## src/rtl/sfpr_pkg.sv

```systemverilog
// ----------------------------------------------------------------------------
// sfpr_pkg
// constants, types and functions of the sync framed packet receiver
// ----------------------------------------------------------------------------
package sfpr_pkg;

  localparam int MAX_FRAME_BYTES = 16;
  localparam int POS_W = 4;
  localparam int LEN_W = 5;

  localparam logic [7:0] SYNC_FIRST  = 8'hFF;
  localparam logic [7:0] SYNC_SECOND = 8'hCC;
  localparam logic [7:0] DEV_BASE    = 8'h0B;
  localparam logic [7:0] DEV_LINK1   = 8'h0C;
  localparam logic [7:0] DEV_LINK2   = 8'h0D;

  localparam logic [1:0] TAG_BASE  = 2'd0;
  localparam logic [1:0] TAG_LINK1 = 2'd1;
  localparam logic [1:0] TAG_LINK2 = 2'd2;

  localparam logic [1:0] REG_BASE_LEN  = 2'd0;
  localparam logic [1:0] REG_LINK1_LEN = 2'd1;
  localparam logic [1:0] REG_LINK2_LEN = 2'd2;

  localparam logic [LEN_W-1:0] MIN_LEN  = LEN_W'(5);
  localparam logic [LEN_W-1:0] MAX_LEN  = LEN_W'(MAX_FRAME_BYTES);
  localparam logic [LEN_W-1:0] NO_FRAME = '1;

  localparam logic [15:0] CRC_POLY = 16'h1021;

  typedef logic [LEN_W-1:0] len_t;

  // controller to datapath
  typedef struct packed {
    logic take;
    logic load;
  } sfpr_cmd_t;

  // datapath to controller
  typedef struct packed {
    logic frame_done;
    logic emit_last;
    logic out_open;
  } sfpr_stat_t;

  function automatic len_t clamp_len(len_t v);
    len_t r;
    if (v < MIN_LEN) begin
      r = MIN_LEN;
    end else if (v > MAX_LEN) begin
      r = MAX_LEN;
    end else begin
      r = v;
    end
    return r;
  endfunction

  // crc-16/xmodem, one byte msb first
  function automatic logic [15:0] crc_feed(logic [15:0] crc, logic [7:0] b);
    logic [15:0] c;
    c = crc ^ {b, 8'h00};
    for (int k = 0; k < 8; k++) begin
      c = c[15] ? ({c[14:0], 1'b0} ^ CRC_POLY) : {c[14:0], 1'b0};
    end
    return c;
  endfunction

endpackage

```

## src/rtl/sfpr_ctrl.sv

```systemverilog
// ----------------------------------------------------------------------------
// sfpr_ctrl
// controller: switches between receiving bytes and emitting a stored frame
// ----------------------------------------------------------------------------
module sfpr_ctrl (
  input  logic               clk,
  input  logic               rst,
  input  logic               s_tvalid,
  output logic               s_tready,
  input  sfpr_pkg::sfpr_stat_t stat,
  output sfpr_pkg::sfpr_cmd_t  cmd
);

  typedef enum logic [1:0] {
    ST_RECV = 2'b01,
    ST_EMIT = 2'b10
  } state_t;

  state_t state;
  state_t state_next;

  assign s_tready = (state == ST_RECV);
  assign cmd.take = s_tvalid && (state == ST_RECV);
  assign cmd.load = (state == ST_EMIT) && stat.out_open;

  always_comb begin
    state_next = state;
    unique case (state)
      ST_RECV: begin
        if (cmd.take && stat.frame_done) state_next = ST_EMIT;
      end
      ST_EMIT: begin
        if (cmd.load && stat.emit_last) state_next = ST_RECV;
      end
      default: state_next = ST_RECV;
    endcase
  end

  always_ff @(posedge clk) begin
    if (rst) begin
      state <= ST_RECV;
    end else begin
      state <= state_next;
    end
  end

endmodule

```

## src/rtl/sfpr_dp.sv

```systemverilog
// ----------------------------------------------------------------------------
// sfpr_dp
// datapath: length registers, frame store, crc and the output register
// ----------------------------------------------------------------------------
module sfpr_dp (
  input  logic                 clk,
  input  logic                 rst,
  input  logic                 cfg_we,
  input  logic [1:0]           cfg_index,
  input  sfpr_pkg::len_t       cfg_data,
  input  logic [7:0]           rx_byte,
  input  sfpr_pkg::sfpr_cmd_t  cmd,
  output sfpr_pkg::sfpr_stat_t stat,
  input  logic                 m_tready,
  output logic                 m_tvalid,
  output logic [7:0]           frame_byte,
  output logic [sfpr_pkg::POS_W-1:0] byte_position,
  output logic [1:0]           device_code,
  output logic                 crc_match,
  output logic                 last_byte
);

  sfpr_pkg::len_t base_len;
  sfpr_pkg::len_t link1_len;
  sfpr_pkg::len_t link2_len;

  logic [7:0] frame_store [sfpr_pkg::MAX_FRAME_BYTES];

  sfpr_pkg::len_t byte_index;
  sfpr_pkg::len_t byte_index_next;
  sfpr_pkg::len_t expected_length;
  sfpr_pkg::len_t expected_length_next;
  logic [1:0]     device_tag;
  logic [1:0]     device_tag_next;
  logic [15:0]    running_crc;
  logic [15:0]    running_crc_next;
  logic [7:0]     prev_byte;
  logic [7:0]     prev_byte_next;

  sfpr_pkg::len_t frame_len;
  sfpr_pkg::len_t frame_len_next;
  logic [1:0]     frame_dev;
  logic [1:0]     frame_dev_next;
  logic           crc_ok;
  logic           crc_ok_next;
  logic [sfpr_pkg::POS_W-1:0] emit_idx;

  logic                       store_we;
  logic [sfpr_pkg::POS_W-1:0] store_addr;
  logic                       dev_ok;
  logic [1:0]                 dev_sel;
  sfpr_pkg::len_t             len_sel;

  // length registers
  always_ff @(posedge clk) begin
    if (rst) begin
      base_len  <= sfpr_pkg::len_t'(9);
      link1_len <= sfpr_pkg::len_t'(5);
      link2_len <= sfpr_pkg::len_t'(10);
    end else if (cfg_we) begin
      unique case (cfg_index)
        sfpr_pkg::REG_BASE_LEN:  base_len  <= cfg_data;
        sfpr_pkg::REG_LINK1_LEN: link1_len <= cfg_data;
        sfpr_pkg::REG_LINK2_LEN: link2_len <= cfg_data;
        default: ;
      endcase
    end
  end

  // device byte decode
  always_comb begin
    dev_ok  = 1'b1;
    dev_sel = sfpr_pkg::TAG_BASE;
    len_sel = base_len;
    unique case (rx_byte)
      sfpr_pkg::DEV_BASE: begin
        dev_sel = sfpr_pkg::TAG_BASE;
        len_sel = base_len;
      end
      sfpr_pkg::DEV_LINK1: begin
        dev_sel = sfpr_pkg::TAG_LINK1;
        len_sel = link1_len;
      end
      sfpr_pkg::DEV_LINK2: begin
        dev_sel = sfpr_pkg::TAG_LINK2;
        len_sel = link2_len;
      end
      default: dev_ok = 1'b0;
    endcase
  end

  assign stat.frame_done = (byte_index >= sfpr_pkg::len_t'(3)) &&
                           (byte_index + sfpr_pkg::len_t'(1) == expected_length);
  assign stat.emit_last  = ({1'b0, emit_idx} + sfpr_pkg::len_t'(1) == frame_len);
  assign stat.out_open   = !m_tvalid || m_tready;

  // receive path
  always_comb begin
    byte_index_next      = byte_index;
    expected_length_next = expected_length;
    device_tag_next      = device_tag;
    running_crc_next     = running_crc;
    prev_byte_next       = prev_byte;
    frame_len_next       = frame_len;
    frame_dev_next       = frame_dev;
    crc_ok_next          = crc_ok;
    store_we             = 1'b0;
    store_addr           = byte_index[sfpr_pkg::POS_W-1:0];
    if (cmd.take) begin
      priority if (byte_index == sfpr_pkg::len_t'(0)) begin
        if (rx_byte == sfpr_pkg::SYNC_FIRST) begin
          store_we        = 1'b1;
          byte_index_next = sfpr_pkg::len_t'(1);
        end
      end else if (byte_index == sfpr_pkg::len_t'(1)) begin
        if (rx_byte == sfpr_pkg::SYNC_SECOND) begin
          store_we        = 1'b1;
          byte_index_next = sfpr_pkg::len_t'(2);
        end else if (rx_byte == sfpr_pkg::SYNC_FIRST) begin
          store_we        = 1'b1;
          store_addr      = '0;
          byte_index_next = sfpr_pkg::len_t'(1);
        end else begin
          byte_index_next      = '0;
          expected_length_next = sfpr_pkg::NO_FRAME;
          device_tag_next      = sfpr_pkg::TAG_BASE;
        end
      end else if (byte_index == sfpr_pkg::len_t'(2)) begin
        if (dev_ok) begin
          store_we             = 1'b1;
          expected_length_next = sfpr_pkg::clamp_len(len_sel);
          device_tag_next      = dev_sel;
          running_crc_next     = sfpr_pkg::crc_feed(16'h0000, rx_byte);
          byte_index_next      = sfpr_pkg::len_t'(3);
        end else begin
          byte_index_next      = '0;
          expected_length_next = sfpr_pkg::NO_FRAME;
          device_tag_next      = sfpr_pkg::TAG_BASE;
        end
      end else begin
        store_we        = 1'b1;
        prev_byte_next  = rx_byte;
        byte_index_next = byte_index + sfpr_pkg::len_t'(1);
        if (byte_index + sfpr_pkg::len_t'(2) < expected_length) begin
          running_crc_next = sfpr_pkg::crc_feed(running_crc, rx_byte);
        end
        if (stat.frame_done) begin
          crc_ok_next          = ({prev_byte, rx_byte} == running_crc);
          frame_len_next       = expected_length;
          frame_dev_next       = device_tag;
          byte_index_next      = '0;
          expected_length_next = sfpr_pkg::NO_FRAME;
          device_tag_next      = sfpr_pkg::TAG_BASE;
        end
      end
    end
  end

  always_ff @(posedge clk) begin
    if (store_we) frame_store[store_addr] <= rx_byte;
  end

  always_ff @(posedge clk) begin
    if (rst) begin
      byte_index      <= '0;
      expected_length <= sfpr_pkg::NO_FRAME;
      device_tag      <= sfpr_pkg::TAG_BASE;
      running_crc     <= '0;
      frame_len       <= sfpr_pkg::NO_FRAME;
      emit_idx        <= '0;
      m_tvalid        <= 1'b0;
    end else begin
      byte_index      <= byte_index_next;
      expected_length <= expected_length_next;
      device_tag      <= device_tag_next;
      running_crc     <= running_crc_next;
      frame_len       <= frame_len_next;
      if (cmd.load) begin
        emit_idx <= stat.emit_last ? '0 : emit_idx + 1'b1;
        m_tvalid <= 1'b1;
      end else if (m_tready) begin
        m_tvalid <= 1'b0;
      end
    end
  end

  // payload registers
  always_ff @(posedge clk) begin
    prev_byte <= prev_byte_next;
    frame_dev <= frame_dev_next;
    crc_ok    <= crc_ok_next;
    if (cmd.load) begin
      frame_byte    <= frame_store[emit_idx];
      byte_position <= emit_idx;
      device_code   <= frame_dev;
      crc_match     <= crc_ok;
      last_byte     <= stat.emit_last;
    end
  end

endmodule

```

## src/rtl/sync_framed_packet_receiver_crc16.sv

```systemverilog
// ----------------------------------------------------------------------------
// sync_framed_packet_receiver_crc16
// hunts for sync bytes, stores a frame, checks its crc-16/xmodem and emits it
// ----------------------------------------------------------------------------
// channel   direction  fields
// s_*       in         tdata[7:0] rx_byte
// m_*       out        tdata[7:0] frame_byte, tdata[11:8] byte_position,
//                      tuser[1:0] device_code, tuser[2] crc_match, tlast last_byte
// cfg_*     in         cfg_index register, cfg_data[4:0] length value
//
// each device and payload byte updates the crc in the cycle it is taken
// a finished frame of n bytes is emitted one byte a cycle while m_tready is high,
// through the single read port of the frame store and one output register
// s_tready stays low while a frame is emitted
// m_tready low holds the output register and the emission count
// rst is synchronous and clears the hunt state and the output valid
// ----------------------------------------------------------------------------
module sync_framed_packet_receiver_crc16 (
  input  logic        clk,
  input  logic        rst,
  input  logic        s_tvalid,
  output logic        s_tready,
  input  logic [7:0]  s_tdata,   // rx_byte
  output logic        m_tvalid,
  input  logic        m_tready,
  output logic [15:0] m_tdata,   // frame_byte, byte_position, zero fill
  output logic [2:0]  m_tuser,   // device_code, crc_match
  output logic        m_tlast,
  input  logic        cfg_we,
  input  logic [1:0]  cfg_index,
  input  logic [4:0]  cfg_data
);

  sfpr_pkg::sfpr_cmd_t  cmd;
  sfpr_pkg::sfpr_stat_t stat;

  logic [7:0]                 frame_byte;
  logic [sfpr_pkg::POS_W-1:0] byte_position;
  logic [1:0]                 device_code;
  logic                       crc_match;

  sfpr_ctrl u_ctrl (
    .clk      (clk),
    .rst      (rst),
    .s_tvalid (s_tvalid),
    .s_tready (s_tready),
    .stat     (stat),
    .cmd      (cmd)
  );

  sfpr_dp u_dp (
    .clk           (clk),
    .rst           (rst),
    .cfg_we        (cfg_we),
    .cfg_index     (cfg_index),
    .cfg_data      (cfg_data),
    .rx_byte       (s_tdata),
    .cmd           (cmd),
    .stat          (stat),
    .m_tready      (m_tready),
    .m_tvalid      (m_tvalid),
    .frame_byte    (frame_byte),
    .byte_position (byte_position),
    .device_code   (device_code),
    .crc_match     (crc_match),
    .last_byte     (m_tlast)
  );

  assign m_tdata = {4'h0, byte_position, frame_byte};
  assign m_tuser = {crc_match, device_code};

endmodule

```

## config.mk

```make
export PLATFORM = sky130hd
export DESIGN_NAME = sync_framed_packet_receiver_crc16
export DESIGN_NICKNAME = d
export VERILOG_FILES = /design/src/rtl/sfpr_pkg.sv /design/src/rtl/sfpr_ctrl.sv /design/src/rtl/sfpr_dp.sv /design/src/rtl/sync_framed_packet_receiver_crc16.sv
export SDC_FILE = /design/constraint.sdc
export NUM_CORES = 1
export LEC_CHECK = 0
export BUFFER_PORTS_ARGS = -buffer_cell sky130_fd_sc_hd__buf_2
export CORE_MARGIN = 4
export CORE_UTILIZATION = 46
export DETAILED_ROUTE_END_ITERATION = 12
export GPL_TIMING_DRIVEN = 0
export PLACE_DENSITY_LB_ADDON = 0.15
export SLEW_MARGIN = 20
export SYNTH_ARGS = -nofsm -noshare
export SYNTH_HDL_FRONTEND = slang
export SYNTH_SLANG_ARGS = --single-unit
```

## constraint.sdc

```tcl
create_clock -name clk -period 4.4 [get_ports clk]
set_input_delay 0.88 -clock clk [delete_from_list [all_inputs] [get_ports clk]]
set_output_delay 0.88 -clock clk [all_outputs]
set_load 0.01 [all_outputs]
```

## After elaboration in Yosys (flattened, before gate mapping)

Memories as Yosys holds them, arrays and structs flattened. A register that Yosys moved wholly into a read port is not among the register bits.
Index checks and enable logic that the tools add are counted.

| word-level totals | value |
|---|---|
| memory bits (read-only) | 0 |
| input port bits | 20 |
| register bits after elaboration | 74 |
| output and inout bits | 22 |
| bits in latches | 0 |
| memories | 1 |
| memory bits (writable) | 128 |

| operators by class | value |
|---|---|
| mux-type cells | 64 |
| bitwise operators | 20 |
| shifts and indexed selects | 0 |
| divide/modulo/power cells | 0 |
| reduce and logical (&&, ||, !) cells | 22 |
| equality and inequality tests | 20 |
| multiply operators | 0 |
| add/subtract/negate cells | 4 |
| $lt $le $gt $ge | 4 |

Memories:

| memory | words | bits a word | read ports | clocked after memory_dff | write ports | RTL line | source |
|---|---|---|---|---|---|---|---|
| u_dp.frame_store | 16 | 8 | 1 | 1 | 1 | sfpr_dp.sv:27 | `logic [7:0] frame_store [sfpr_pkg::MAX_FRAME_BYTES];` |

Operators with widths:

| kind | count |
|---|---|
| 13-bit two-way mux | 16 |
| 5-bit two-way mux | 14 |
| 16-bit two-way mux | 3 |
| 3-bit inverter | 16 |
| 8-bit by 4-bit equality test with 1-bit output, second input constant | 3 |
| 4-bit two-way mux | 6 |
| 2-bit two-way mux | 9 |
| 16-bit equality test | 1 |
| 8-bit equality test, second input constant | 2 |
| 16-bit bitwise XOR | 1 |
| 5-bit AND reduction | 3 |
| 1-bit two-way mux | 13 |
| 5-bit equality test | 2 |
| 5-bit one-hot mux with 2 select lines | 1 |
| 2-bit AND reduction | 5 |
| 2-bit != test, second input constant | 4 |
| 2-bit one-hot mux with 2 select lines | 2 |
| 4-bit by 1-bit adder with 5-bit output, second input constant | 1 |
| 5-bit by 1-bit adder with 5-bit output, second input constant | 1 |
| 5-bit by 2-bit adder with 5-bit output, second input constant | 1 |
| 5-bit by 1-bit equality test with 1-bit output, second input constant | 1 |
| 5-bit by 2-bit equality test with 1-bit output, second input constant | 1 |
| 5-bit by 2-bit >= comparator with 1-bit output, second input constant | 1 |
| 5-bit greater-than comparator, second input constant | 1 |
| other kinds (16) | 26 |

## Depth between registers and ports, before layout

| logic depth | value |
|---|---|
| word-level depth | 19 |
| depth in mapped cells | 12 |
| gate-level depth less buffers | 9 |

## Modules after synthesis

Synthesis repeated with hierarchy kept, for this count alone.

| unflattened totals | value |
|---|---|
| cells, all modules | 673 |
| area total of the unflattened synthesis | 9360.2 um^2 |

By module, submodules not included:

| module | sequential area each (um^2) | times used | cells each | area an instance (um^2) |
|---|---|---|---|---|
| sfpr_dp | 5715.5 | 1 | 656 | 9216.3 |
| sfpr_ctrl | 40.0 | 1 | 11 | 102.6 |
| sync_framed_packet_receiver_crc16 | 0.0 | 1 | 6 | 41.3 |

## Worst setup path after synthesis

OpenSTA, ideal clock, no wires.

| timing | value |
|---|---|
| path kind | input port to flip-flop |
| start | input s_tdata[5] |
| end | memory u_dp.frame_store[2][0], enable pin |
| arrival time | 3176 ps |
| setup slack | 829 ps |
| stages | 7 |
| cell sequence | buf_2 -> or4b_1 -> a211oi_1 -> o21a_1 -> o21ai_1 -> buf_2 -> nor4_1 |

| between the ends | value |
|---|---|
| cells in the longest elaborated chain, start to end | 10 |
| elaborated cells on any way between the ends | 21 |
| classes of those cells | eq/ne: 5; mux: 15; reduce/logical: 1 |

Ends and longest elaborated chain:

| item | RTL line | source |
|---|---|---|
| start, declared | sync_framed_packet_receiver_crc16.sv:23 | `input logic [7:0] s_tdata,` |
| 8-bit by 4-bit equality test with 1-bit output | sfpr_dp.sv:75 | `unique case (rx_byte)` |
| 3-bit OR reduction (no source line) | -- |  |
| 1-bit two-way mux | sfpr_dp.sv:75 |  |
| 1-bit two-way mux | sfpr_dp.sv:129 | `if (dev_ok) begin` |
| 1-bit two-way mux | sfpr_dp.sv:128 | `end else if (byte_index == sfpr_pkg::len_t'(2)) begin` |
| 1-bit two-way mux | sfpr_dp.sv:115 | `end else if (byte_index == sfpr_pkg::len_t'(1)) begin` |
| 1-bit two-way mux | sfpr_dp.sv:110 | `priority if (byte_index == sfpr_pkg::len_t'(0)) begin` |
| 1-bit two-way mux | sfpr_dp.sv:109 | `if (cmd.take) begin` |
| 1-bit two-way mux | sfpr_dp.sv:160 | `if (store_we) frame_store[store_addr] <= rx_byte;` |
| 1-bit two-way mux (implied by the code) | sfpr_dp.sv:160 |  |
| end, declared | sfpr_dp.sv:27 |  |

Several ways; a longest one is shown, not always the timed one.

## Final worst setup path

| timing | value |
|---|---|
| start | input s_tdata[6] |
| end | memory u_dp.frame_store[0][0], enable pin |

The elaborated chain is that of the path after synthesis.

==> results.txt <==
status - finished clean
vias in the first global route - 6135
origin of the critical flop-to-flop path - u_dp.byte_index[1]
clk sink count - 210
max-cap violation count - 0
Initial DRC Count - 480
CP endpoint kind - flip-flop
setup_tns - 0 ns
count leader, synth - edfxtp_1
met1 Use GR - 0.279
Worst Tran Pin Value - 1.10 ns
r2r setup slk - 0.64 ns
nets - 800
DR WL/cell - 21.2 um
worst hold endpoint - u_dp.device_code[1]
PwrDens - 363 nW/um2
largest net degree at the start of global routing - 23
post-synthesis sequential area ratio - 0.595
Commonest cells post-synth - edfxtp_1, nor2_1, dfxtp_1
M3 GR Usage - 0.0297
Place WS - 0.0703 ns
gr busiest metal - met2
total gr overflow - 0
Hold Path Class - reg -> reg
Leak Pwr - 3.58 nW
synthesis-stage register bit count - 210
number of synthesized flops with an enable pin - 155
first-pass GRT wire length - 35000 um
DP HPWL - 15900 um
TritonCTS buffer count - 22
largest area contributor in the netlist - edfxtp_1
hold path depth - 0
max-slew violations - 0
remaining antenna violation count - 0
CTS resizes - 0
Die Area - 23400 um2
Detailed Route WL - 22200 um
site row count - 52
CORE AREA - 20400 um2
antenna violations before repair - 0
initial core utilization - 0.473
Async S/R FF share, synth - 0
RSZ-0062 raised after global routing - no
Die X-Extent - 153 um
Placer Congestion - 0.924
Min Clock Period, post-route - 3.78 ns
hold slack final - 0.414 ns
diode count - 0
drc violations - 0
crit path DAT - 3.92 ns
setup ws final - 0.615 ns
Longest Clk Path Bufs - 3
Crit Path Max Fanout - 18
clk slew on worst S/H paths - 0.06 ns
Synth warnings - 0
worst-skew pair later-pin latency - 0.52 ns
Rel. slew slack - 0.263
CTS tree - yes
fraction of layout cells with a size suffix above 1 - 0.224
Crit. Startpoint - s_tdata[6]
Hold Startpoint - u_dp.frame_dev[1]
setup bufs post-CTS - 0
met2 Use GR - 0.297
clk root buf - clkbuf_16
I/O Pins - 42
startpoint types - input port
Reg2Reg Depth - 7
Port Buffers - 37
Crit Path Category - in -> reg
Final Skew - 0.0146 ns
Worst Path Required - 4.54 ns
hold_buf cts - 0
total number of vias - 6118
Main synth FF type - edfxtp_1
chip height - 153 um
post-synth top area share - 0.481
syn avg cell area - 13.9 um2
fill count - 1731
Hold Vio Cnt, Final - 0
router iterations before antenna repair - 5
Mapped Cells - 694
final setup violation count - 0
part of the cycle the worst path needs - 0.860
vias per std cell - 5.82
Mapped Area - 9670 um2
peak supply drop - 277 uV
Area Overhead vs Synth - 13.8%
Reg-to-Reg End - u_dp.frame_store[0][0]
H-Tree Depth - 1
Area contributors post-synth - edfxtp_1, dfxtp_1, mux4_2
GRT Total Usage - 0.190
f_max - 0.264 GHz
Synth cell types - 67
## state kept, by name, summed over array words and instances, names as in the netlist, 2 cells and up
register,count
u_ctrl.state,2
u_dp.base_len,5
u_dp.byte_index,5
u_dp.byte_position,4
u_dp.device_code,2
u_dp.device_tag,2
u_dp.emit_idx,4
u_dp.expected_length,5
u_dp.frame_byte,8
u_dp.frame_dev,2
u_dp.frame_len,5
u_dp.frame_store,128
u_dp.link1_len,5
u_dp.link2_len,5
u_dp.prev_byte,8
u_dp.running_crc,16
## layer usage
metal	routed length [um]	vias up
li1	-	2777
met1	10200	3117
met2	10200	185
met3	1300	39
met4	524	0
met5	0	-
## logic make-up after synthesis
| logic type | count (synthesis) | synth area share |
|---|---|---|
| xor+xnor | 67 | 0.0679 |
| simple gates | 177 | 0.0982 |
| mux | 61 | 0.115 |
| compound gates | 98 | 0.0754 |
| fa+ha+maj | 12 | 0.0155 |
| other cells | 1 | 0.000388 |
| buf+inv | 68 | 0.0326 |
| flops | 210 | 0.595 |
## worst max-delay path by stage
stage | to | slack, ns | depth (start not counted)
2_1_floorplan | u_dp.frame_store[2][0] | 0.83 | 7
3_5_place_dp | u_dp.frame_store[0][4] | 0.07 | 6
3_3_place_gp | u_dp.frame_store[3][3] | -0.70 | 8
4_1_cts | u_dp.frame_store[0][4] | 0.60 | 6
6_report | u_dp.frame_store[0][0] | 0.62 | 6
5_1_grt | u_dp.frame_store[0][4] | 0.34 | 6
## final cells by class
class / instances / area (um2) / share of cell area
Clock inverter: 5 / 50.0 / 0.00455
Sequential cell: 210 / 5760 / 0.523
Inverter: 16 / 60.1 / 0.00546
Multi-Input combinational cell: 419 / 3680 / 0.335
Buffer: 52 / 255 / 0.0232
Clock buffer: 32 / 618 / 0.0562
Timing Repair Buffer: 47 / 245 / 0.0223
Tap cell: 270 / 338 / 0.0307
## report_power, final
group,total (mW),internal (mW),leakage [nW],switching (mW)
sequential,2.14,2.13,1.84,0.00909
combinational,0.154,0.0573,1.42,0.0963
clock,1.71,0.977,0.320,0.730
## cell usage in the layout (no fill, tap or decap), types with 7 or more instances in the layout
cell	count
nor4_2	9
nand4_1	9
dfxtp_1	55
xor2_1	10
nand3_1	17
nor2b_1	7
buf_4	10
a211o_1	8
nor3b_1	10
edfxtp_1	155
clkbuf_16	22
inv_1	16
nand2_1	22
nor3_1	7
mux4_2	40
mux2i_1	20
o21ai_0	13
ha_1	12
clkbuf_1	34
nor2_1	56
nand3b_1	7
nand2b_1	9
a21oi_1	25
xnor2_1	52
buf_2	58
## critical path, cell delays in order
cell      delay, ns
buf_2          0.33
clkbuf_1       0.46
nand4_1        0.38
nor4_4         0.66
o221ai_1       0.38
nor2_1         0.82
## metrics by stage
stage | power [mW] | std cells | utilization | instance area [um2]
final | 4.00 | 1051 | 0.539 | 11000
after floorplan | 2.27 | 697 | - | 9680
after global routing | 4.14 | 1051 | 0.539 | 11000
after detailed placement | 2.33 | 1014 | 0.506 | 10300
after global placement | 2.33 | 1004 | 0.500 | 10200
after CTS | 4.03 | 1051 | 0.539 | 11000
(Power assumes the default switching activity.)
